$ cat config.mk
export PLATFORM = sky130hd
export DESIGN_NAME = round_robin_sleep_scheduler_core
export DESIGN_NICKNAME = d
export VERILOG_FILES = /design/src/rtl/rrss_pkg.sv /design/src/rtl/rrss_ram.sv /design/src/rtl/rrss_alu.sv /design/src/rtl/round_robin_sleep_scheduler_core.sv
export SDC_FILE = /design/constraint.sdc
export NUM_CORES = 2
export LEC_CHECK = 0
export BUFFER_PORTS_ARGS = -buffer_cell sky130_fd_sc_hd__buf_4
export CORE_UTILIZATION = 37
export CTS_CLUSTER_SIZE = 14
export DETAILED_ROUTE_END_ITERATION = 8
export PLACE_DENSITY_LB_ADDON = 0.12
export RECOVER_POWER = 50
export SLEW_MARGIN = 20
export SYNTH_ARGS = -nofsm -noshare
export SYNTH_HDL_FRONTEND = slang
export SYNTH_HIERARCHICAL = 1
export SYNTH_SLANG_ARGS = --single-unit
export TNS_END_PERCENT = 1
$ cat constraint.sdc
create_clock -name clk -period 7.3 [get_ports clk]
set_input_delay 0.365 -clock clk [delete_from_list [all_inputs] [get_ports clk]]
set_output_delay 0.365 -clock clk [all_outputs]
set_load 0.01 [all_outputs]
$ cat src/rtl/rrss_pkg.sv
`default_nettype none

package rrss_pkg;

	localparam int unsigned TIME_W   = 64;
	localparam int unsigned PID_W    = 32;
	localparam int unsigned IDX_W    = 4;
	localparam int unsigned STATUS_W = 3;

	// Event kinds carried on the request side.
	typedef enum logic [1:0] {
		KIND_YIELD  = 2'd0,
		KIND_CREATE = 2'd1,
		KIND_EXIT   = 2'd2,
		KIND_SLEEP  = 2'd3
	} kind_t;

	// Result status codes.
	typedef enum logic [STATUS_W-1:0] {
		STAT_OK        = 3'd0,
		STAT_NONE_RDY  = 3'd1,
		STAT_FULL      = 3'd2,
		STAT_EMPTY     = 3'd3,
		STAT_LAST_EXIT = 3'd4
	} status_t;

	// Operation of the shared 64-bit adder.
	typedef enum logic {
		ALU_ADD = 1'b0,
		ALU_SUB = 1'b1
	} alu_op_t;

endpackage

`default_nettype wire

$ cat src/rtl/rrss_ram.sv
`default_nettype none

module rrss_ram #(
	parameter int unsigned WIDTH = 32,
	parameter int unsigned DEPTH = 16
) (
	input  wire logic                     clk,
	input  wire logic                     wr_en,
	input  wire logic [$clog2(DEPTH)-1:0] wr_addr,
	input  wire logic [WIDTH-1:0]         wr_data,
	input  wire logic [$clog2(DEPTH)-1:0] rd_addr,
	output logic      [WIDTH-1:0]         rd_data
);

	logic [WIDTH-1:0] mem_q [DEPTH];

	always_ff @(posedge clk) begin
		if (wr_en) begin
			mem_q[wr_addr] <= wr_data;
		end
		rd_data <= mem_q[rd_addr];
	end

endmodule

`default_nettype wire

$ cat src/rtl/rrss_alu.sv
`default_nettype none

module rrss_alu (
	input  wire rrss_pkg::alu_op_t                op,
	input  wire logic [rrss_pkg::TIME_W-1:0]      a,
	input  wire logic [rrss_pkg::TIME_W-1:0]      b,
	output logic      [rrss_pkg::TIME_W-1:0]      sum,
	output logic                                  ge
);

	import rrss_pkg::*;

	logic          sub;
	logic [TIME_W:0] full;

	// One adder serves both the deadline sum and the unsigned a >= b test:
	// for a subtract the carry out is set exactly when no borrow occurs.
	assign sub  = (op == ALU_SUB);
	assign full = {1'b0, a} + {1'b0, (sub ? ~b : b)} + (TIME_W + 1)'(sub);
	assign sum  = full[TIME_W-1:0];
	assign ge   = full[TIME_W];

endmodule

`default_nettype wire

$ cat src/rtl/round_robin_sleep_scheduler_core.sv
`default_nettype none

// Round robin thread scheduler with sleep deadlines. The block keeps a compact
// table of up to MAX_THREADS threads, each holding a pid and a 64-bit wake
// deadline, together with the thread count, the running index and a pid
// counter. Each request names a kind (on s_tuser) and the current time, plus a
// sleep length for a sleep request. A yield scans round robin from the entry
// after the running one and picks the first entry whose deadline is at or
// before the current time; a sleep first sets the running entry's deadline to
// now + sleep_ticks (modulo 2^64) and then yields. A create appends a thread
// with the next pid and a deadline of zero, unless the table is full. An exit
// moves the highest entry into the hole, unless it is the exiting entry itself,
// and picks the next index. Every request yields exactly one result with a
// status, the running index, the running pid and the new pid. The block works
// on one request at a time and drops s_tready while busy. A yield, sleep or
// exit on an empty table goes straight to the result. A yield's scan stops at
// the first ready entry, and a sleep first writes the deadline, so the slowest
// request is a sleep on a full table that finds nothing ready. A result still
// waiting in the output register holds the block in its final state until it
// is taken. The scan is set by the single read port of the deadline memory,
// which delivers one entry per cycle to the shared 64-bit adder used as a
// comparator. The table contents are undefined after reset and need no
// clearing pass, since only entries below the thread count are ever used. A
// finished result waits in the output register while the next request can
// already be accepted.
module round_robin_sleep_scheduler_core #(
	parameter int unsigned MAX_THREADS = 16
) (
	input  wire logic         clk,
	input  wire logic         arst_n,
	input  wire logic         s_tvalid,
	output logic              s_tready,
	// [63:0] now, [127:64] sleep_ticks
	input  wire logic [127:0] s_tdata,
	// [1:0] kind
	input  wire logic [1:0]   s_tuser,
	output logic              m_tvalid,
	input  wire logic         m_tready,
	// [2:0] status, [6:3] running_index, [38:7] running_pid, [70:39] new_pid,
	// [71] zero
	output logic      [71:0]  m_tdata
);

	import rrss_pkg::*;

	localparam int unsigned IW = $clog2(MAX_THREADS);
	localparam int unsigned CW = $clog2(MAX_THREADS + 1);

	typedef enum logic [2:0] {
		ST_IDLE,
		ST_CREATE,
		ST_SLEEP,
		ST_SCAN,
		ST_EXIT,
		ST_EXIT_WR,
		ST_PID_RD,
		ST_DONE
	} state_t;

	state_t            st_q;
	logic [TIME_W-1:0] now_q;
	logic [TIME_W-1:0] ticks_q;
	status_t           status_q;
	logic [PID_W-1:0]  npid_q;
	logic [CW-1:0]     count_q;
	logic [IW-1:0]     run_q;
	logic [PID_W-1:0]  last_q;
	logic [IW-1:0]     scan_t_q;
	logic [CW-1:0]     scan_n_q;
	logic [IW-1:0]     cand_s1;
	logic              cand_v_s1;

	// Output register.
	logic              out_v_q;
	logic [71:0]       out_q;

	// Memory ports and shared adder.
	logic [IW-1:0]     rd_addr;
	logic [IW-1:0]     wr_addr;
	logic              dl_we;
	logic              pid_we;
	logic [TIME_W-1:0] dl_wdata;
	logic [PID_W-1:0]  pid_wdata;
	logic [TIME_W-1:0] dl_rdata;
	logic [PID_W-1:0]  pid_rdata;
	alu_op_t           alu_op;
	logic [TIME_W-1:0] alu_b;
	logic [TIME_W-1:0] alu_sum;
	logic              alu_ge;

	// Round robin successors of the scan pointer and the running index.
	logic [CW-1:0]     scan_inc;
	logic [IW-1:0]     scan_nxt;
	logic [CW-1:0]     run_inc;
	logic [IW-1:0]     run_nxt;
	logic [CW-1:0]     count_dec;
	logic              out_free;
	logic [PID_W-1:0]  run_pid;

	assign scan_inc  = CW'(scan_t_q) + CW'(1);
	assign scan_nxt  = (scan_inc < count_q) ? IW'(scan_inc) : '0;
	assign run_inc   = CW'(run_q) + CW'(1);
	assign run_nxt   = (run_inc < count_q) ? IW'(run_inc) : '0;
	assign count_dec = count_q - CW'(1);
	assign out_free  = !out_v_q || m_tready;
	assign run_pid   = (count_q != '0) ? pid_rdata : '0;

	assign s_tready = (st_q == ST_IDLE);
	assign m_tvalid = out_v_q;
	assign m_tdata  = out_q;

	// Memory and adder steering. By default the pid memory reads the running
	// entry so the result stage always sees its pid.
	always_comb begin
		rd_addr   = run_q;
		wr_addr   = run_q;
		dl_we     = 1'b0;
		pid_we    = 1'b0;
		dl_wdata  = alu_sum;
		pid_wdata = last_q + PID_W'(1);
		alu_op    = ALU_ADD;
		alu_b     = ticks_q;
		case (st_q)
			ST_CREATE: begin
				if (count_q != CW'(MAX_THREADS)) begin
					wr_addr  = IW'(count_q);
					dl_we    = 1'b1;
					pid_we   = 1'b1;
					dl_wdata = '0;
				end
			end
			ST_SLEEP: begin
				dl_we = 1'b1;
			end
			ST_SCAN: begin
				rd_addr = scan_t_q;
				alu_op  = ALU_SUB;
				alu_b   = dl_rdata;
			end
			ST_EXIT: begin
				rd_addr = IW'(count_dec);
			end
			ST_EXIT_WR: begin
				dl_we     = 1'b1;
				pid_we    = 1'b1;
				dl_wdata  = dl_rdata;
				pid_wdata = pid_rdata;
			end
			default: begin
			end
		endcase
	end

	rrss_ram #(
		.WIDTH (TIME_W),
		.DEPTH (MAX_THREADS)
	) u_deadline_ram (
		.clk     (clk),
		.wr_en   (dl_we),
		.wr_addr (wr_addr),
		.wr_data (dl_wdata),
		.rd_addr (rd_addr),
		.rd_data (dl_rdata)
	);

	rrss_ram #(
		.WIDTH (PID_W),
		.DEPTH (MAX_THREADS)
	) u_pid_ram (
		.clk     (clk),
		.wr_en   (pid_we),
		.wr_addr (wr_addr),
		.wr_data (pid_wdata),
		.rd_addr (rd_addr),
		.rd_data (pid_rdata)
	);

	rrss_alu u_alu (
		.op  (alu_op),
		.a   (now_q),
		.b   (alu_b),
		.sum (alu_sum),
		.ge  (alu_ge)
	);

	always_ff @(posedge clk or negedge arst_n) begin
		if (!arst_n) begin
			st_q      <= ST_IDLE;
			now_q     <= '0;
			ticks_q   <= '0;
			status_q  <= STAT_OK;
			npid_q    <= '0;
			count_q   <= '0;
			run_q     <= '0;
			last_q    <= '0;
			scan_t_q  <= '0;
			scan_n_q  <= '0;
			cand_s1   <= '0;
			cand_v_s1 <= 1'b0;
			out_v_q   <= 1'b0;
			out_q     <= '0;
		end else begin
			// A new result replaces a taken one in the same cycle.
			if (st_q == ST_DONE && out_free) begin
				out_v_q <= 1'b1;
			end else if (out_v_q && m_tready) begin
				out_v_q <= 1'b0;
			end
			case (st_q)
				ST_IDLE: begin
					if (s_tvalid) begin
						now_q     <= s_tdata[63:0];
						ticks_q   <= s_tdata[127:64];
						npid_q    <= '0;
						scan_t_q  <= run_nxt;
						scan_n_q  <= '0;
						cand_v_s1 <= 1'b0;
						if (kind_t'(s_tuser) == KIND_CREATE) begin
							status_q <= STAT_OK;
							st_q     <= ST_CREATE;
						end else if (count_q == '0) begin
							status_q <= STAT_EMPTY;
							st_q     <= ST_DONE;
						end else begin
							status_q <= STAT_OK;
							case (kind_t'(s_tuser))
								KIND_EXIT:  st_q <= ST_EXIT;
								KIND_SLEEP: st_q <= ST_SLEEP;
								default:    st_q <= ST_SCAN;
							endcase
						end
					end
				end
				ST_CREATE: begin
					if (count_q == CW'(MAX_THREADS)) begin
						status_q <= STAT_FULL;
					end else begin
						count_q <= count_q + CW'(1);
						last_q  <= last_q + PID_W'(1);
						npid_q  <= last_q + PID_W'(1);
					end
					st_q <= ST_PID_RD;
				end
				ST_SLEEP: begin
					// The deadline write lands this cycle; the scan reads it later.
					st_q <= ST_SCAN;
				end
				ST_SCAN: begin
					// One entry is issued to the memory while the previous one is
					// compared against the current time.
					if (scan_n_q != count_q) begin
						scan_t_q  <= scan_nxt;
						scan_n_q  <= scan_n_q + CW'(1);
						cand_s1   <= scan_t_q;
						cand_v_s1 <= 1'b1;
					end else begin
						cand_v_s1 <= 1'b0;
					end
					if (cand_v_s1 && alu_ge) begin
						run_q <= cand_s1;
						st_q  <= ST_PID_RD;
					end else if (cand_v_s1 && scan_n_q == count_q) begin
						status_q <= STAT_NONE_RDY;
						st_q     <= ST_PID_RD;
					end
				end
				ST_EXIT: begin
					count_q <= count_dec;
					if (count_dec == '0) begin
						run_q    <= '0;
						status_q <= STAT_LAST_EXIT;
						st_q     <= ST_DONE;
					end else if (count_dec != CW'(run_q)) begin
						// The highest entry is read now and moved next cycle.
						st_q <= ST_EXIT_WR;
					end else begin
						run_q <= '0;
						st_q  <= ST_PID_RD;
					end
				end
				ST_EXIT_WR: begin
					// The count already holds the reduced value here.
					run_q <= (run_inc == count_q) ? '0 : IW'(run_inc);
					st_q  <= ST_PID_RD;
				end
				ST_PID_RD: begin
					st_q <= ST_DONE;
				end
				ST_DONE: begin
					if (out_free) begin
						out_q <= {1'b0, npid_q, run_pid, IDX_W'(run_q), status_q};
						st_q  <= ST_IDLE;
					end
				end
				default: begin
					st_q <= ST_IDLE;
				end
			endcase
		end
	end

	// The running index always points inside the occupied part of the table.
	a_run_in_table: assert property (@(posedge clk) disable iff (!arst_n)
		(count_q != '0) |-> (run_q < IW'(count_q - CW'(1)) || run_q == IW'(count_q - CW'(1))))
		else $error("running index beyond thread count");

	// An empty table always reports index zero.
	a_empty_run_zero: assert property (@(posedge clk) disable iff (!arst_n)
		(count_q == '0) |-> (run_q == '0))
		else $error("running index nonzero with empty table");

	// The thread count moves by at most one per request.
	a_count_step: assert property (@(posedge clk) disable iff (!arst_n)
		(count_q != $past(count_q)) |->
		((count_q == $past(count_q) + CW'(1)) || (count_q == $past(count_q) - CW'(1))))
		else $error("thread count jumped");

endmodule

`default_nettype wire

==> flow_summary_export.csv <==
group,metric,value,unit
finish,fin_util,0.435,
setup_path,cp_top_family,"buffers and inverters",
timing,fin_skew,33.4,ps
grt,grt_use_total,0.203,
setup_path,slowest_stage,"clkbuf_1",
grt,antenna_found_initial,12,
power_and_ir_drop,max-vdd-ir-drop,416,uV
timing,grt_setup_unrepaired,"false",
die,die-area,0.214,sq mm
finish,fillers,18600,
die,start_util,0.374,
yosys,async_flop_share,0.152,
clock_network,post-cts-setup-buffers,0,
yosys,netlist_top_cells_area,"edfxtp_1, mux4_2, dfrtp_1",
yosys,synth.most_common_cell,"edfxtp_1",
placement,io_buffer_count,206,
yosys,synth_enable_flop_cells,1536,
clock_network,cts_sinks,1925,
clock_network,ctsLongestPathBuffers,3,
clock_network,htreeDepth,4,
timing,finalCritPeriodShare,0.899,
hold_path,hp-class,"input pin to flip-flop",
setup_path,crit_fanout,41,
routing,drt_iter0_drc,3992,
timing,slew_violations,871,
routing,wl_per_cell,26.9,microns
yosys,syn_avg_cell_area,16.4,sq um
power_and_ir_drop,p_leak,32.8,nW
timing,relSlewSlack,-3.05,
timing,hold_viol,0,
run,cap_violations,18,
setup_path,path_buf_inv,3,
hold_path,holdPathEnd,"st_q[1]",
placement,dp_hpwl,123000,microns
grt,grt_start_max_net_pins,108,
finish,multi_input_area,0.0221,sq mm
grt,grt_pass1_vias,44600,
placement,dpl_cell_area,0.0836,sq mm
timing,fmax,0.152,GHz
die,fp.dieW,463,microns
setup_path,crit_path_end_kind,"flip-flop",
yosys,synth_seq_area_share,0.705,
clock_network,cts_root_buf,"clkbuf_16",
die,ios,208,
timing,worst_pin_slew,6080,ps
clock_network,cts_tree,"yes",
clock_network,postCtsResizedCells,0,
setup_path,arrival,7130,ps
timing,fin_ws,734,ps
setup_path,r2r_end,"u_deadline_ram/mem_q[9][0]",
clock_network,clock_latency,850,ps
setup_path,crit_chain,"inv_1 > ha_1 > nand4bb_1 > o211ai_1 > clkbuf_1 > clkbuf_1 > a22o_1",
timing,fin_hold_ws,98.5,ps
setup_path,start_kind,"flip-flop",
finish,areaGrowthSynthToFinish,16.5,%
die,fp.dieH,463,microns
routing,drt-total-wl,219000,microns
setup_path,worstSetupPathType,"flip-flop to flip-flop",
yosys,syn-num-nets,4999,
setup_path,path_common_cell,"clkbuf_1",
die,num_rows,168,
hold_path,min_from,"s_tuser[1]",
clock_network,ctsHoldBuffers,133,
status,status,"finished with violations",
yosys,ys_ff_latch,1925,
routing,vias,43700,
placement,place_ws,1160,ps
grt,gr-total-overflow,0,
power_and_ir_drop,p_per_area,574,mW/mm^2
clock_network,cts_buffers,206,
routing,ant_nets,0,
placement,dpl.cell_count,7608,
die,coreArea,0.210,sq mm
setup_path,worstPathRequired,7860,ps
setup_path,slowest_delay,2280,ps
status,violations,"capacitance limit, slew limit",
hold_path,min_path_cells,5,
clock_network,cts.clk_slew.worst_paths,60,ps
yosys,netlist_top_cells_count,"edfxtp_1, nand2_1, mux4_2, dfrtp_1, a22oi_1",
finish,layout-drive-gt1-share,0.194,
setup_path,r2r_start,"count_q[1]",
finish,seq_area,0.0554,sq mm
yosys,ys.flop_type,"edfxtp_1",
routing,viasPerCell,5.37,
yosys,ys_warn_count,6,
finish,num-nets-final,5365,
grt,grt_pass1_wl,318000,microns
yosys,yosys.area.top_type_share,0.587,
yosys,synth_area,0.0786,sq mm
yosys,synth_cell_types,101,
setup_path,r2r_slack,730,ps
setup_path,reg2reg_depth,7,
routing,drt_first_pass_iters,5,
timing,finalSetupViolations,0,
routing,drc,0,
placement,place_congestion,0.849,
finish,fin_area,0.0916,sq mm
yosys,netlist_instances,4779,
timing,fin_crit,6570,ps
finish,final_cell_count_no_fill,8137,
yosys,yosysTopAreaCell,"edfxtp_1",
[power breakdown]
group	switching, mW	internal [mW]	total (mW)
Clock	4.38	6.40	10.8
Sequential	1.17	18.9	20.1
Combinational	13.9	7.81	21.7
[cells by family after synthesis]
group / Yosys count / synth area share
AO/OA/AOI/OAI: 653 / 0.0595
AND/OR/NAND/NOR: 1171 / 0.0643
adder cells (fa/ha/maj): 87 / 0.0139
buffers and inverters: 304 / 0.0177
XOR/XNOR: 201 / 0.0224
multiplexers: 437 / 0.118
flip-flops: 1925 / 0.705
other: 1 / 0.0000477
[worst min-delay path: stages]
cell and delay [ps]:
buf_4 90, nand2b_1 80, o211ai_1 170, o2bb2ai_1 130, o21ai_1 60
[layout by cell type, fill, tap and decap left out, drive strengths merged, types with 69 or more instances in the layout]
cell         count
nand3           69
ha              85
dfxtp           96
edfxtp        1536
a22oi          194
mux4           384
clkbuf         388
nor2           134
dfrtp          293
o21ai           90
dlygate4sd3    133
a22o            97
a21oi          129
buf            190
xor2           136
nand2          787
[worst max-delay path by stage]
stage | cells past startpoint | from | endpoint | slack (ps)
floorplan | 8 | count_q[1] | u_deadline_ram/mem_q[8][0] | -40
global placement | 20 | st_q[2] | run_q[2] | 1310
detailed placement | 20 | st_q[2] | run_q[2] | 1160
CTS | 20 | st_q[2] | st_q[0] | 960
global route | 9 | count_q[1] | u_pid_ram/mem_q[14][28] | 230
finish | 7 | count_q[1] | u_deadline_ram/mem_q[9][0] | 730
[layout make-up]
type	count	area share
Antenna cell	2	0.0000547
Clock buffer	287	0.0636
Clock inverter	106	0.0134
Inverter	38	0.00164
Multi-Input combinational cell	2550	0.241
Sequential cell	1925	0.605
Tap cell	2805	0.0383
Timing Repair Buffer	424	0.0369
[through the flow]
step / total power, mW / setup TNS (ps)
after global placement: 42.1 / 0
after floorplan: 35.2 / -7260
after detailed placement: 42.3 / 0
final: 52.6 / 0
after global routing: 55.6 / 0
after CTS: 53.2 / 0
[state kept, by name, summed over array words and instances, names as in the netlist, 64 cells and up]
signal                  flops
u_deadline_ram/rd_data     64
u_pid_ram/mem_q           512
now_q                      64
m_tdata                    71
u_deadline_ram/mem_q     1024
ticks_q                    64
[routing by layer]
layer,global-route usage,wire length [microns]
met1,0.298,103000
met3,0.0325,10100
met5,0,0
met4,0.0410,3620
met2,0.320,102000
(Power assumes the default switching activity.)
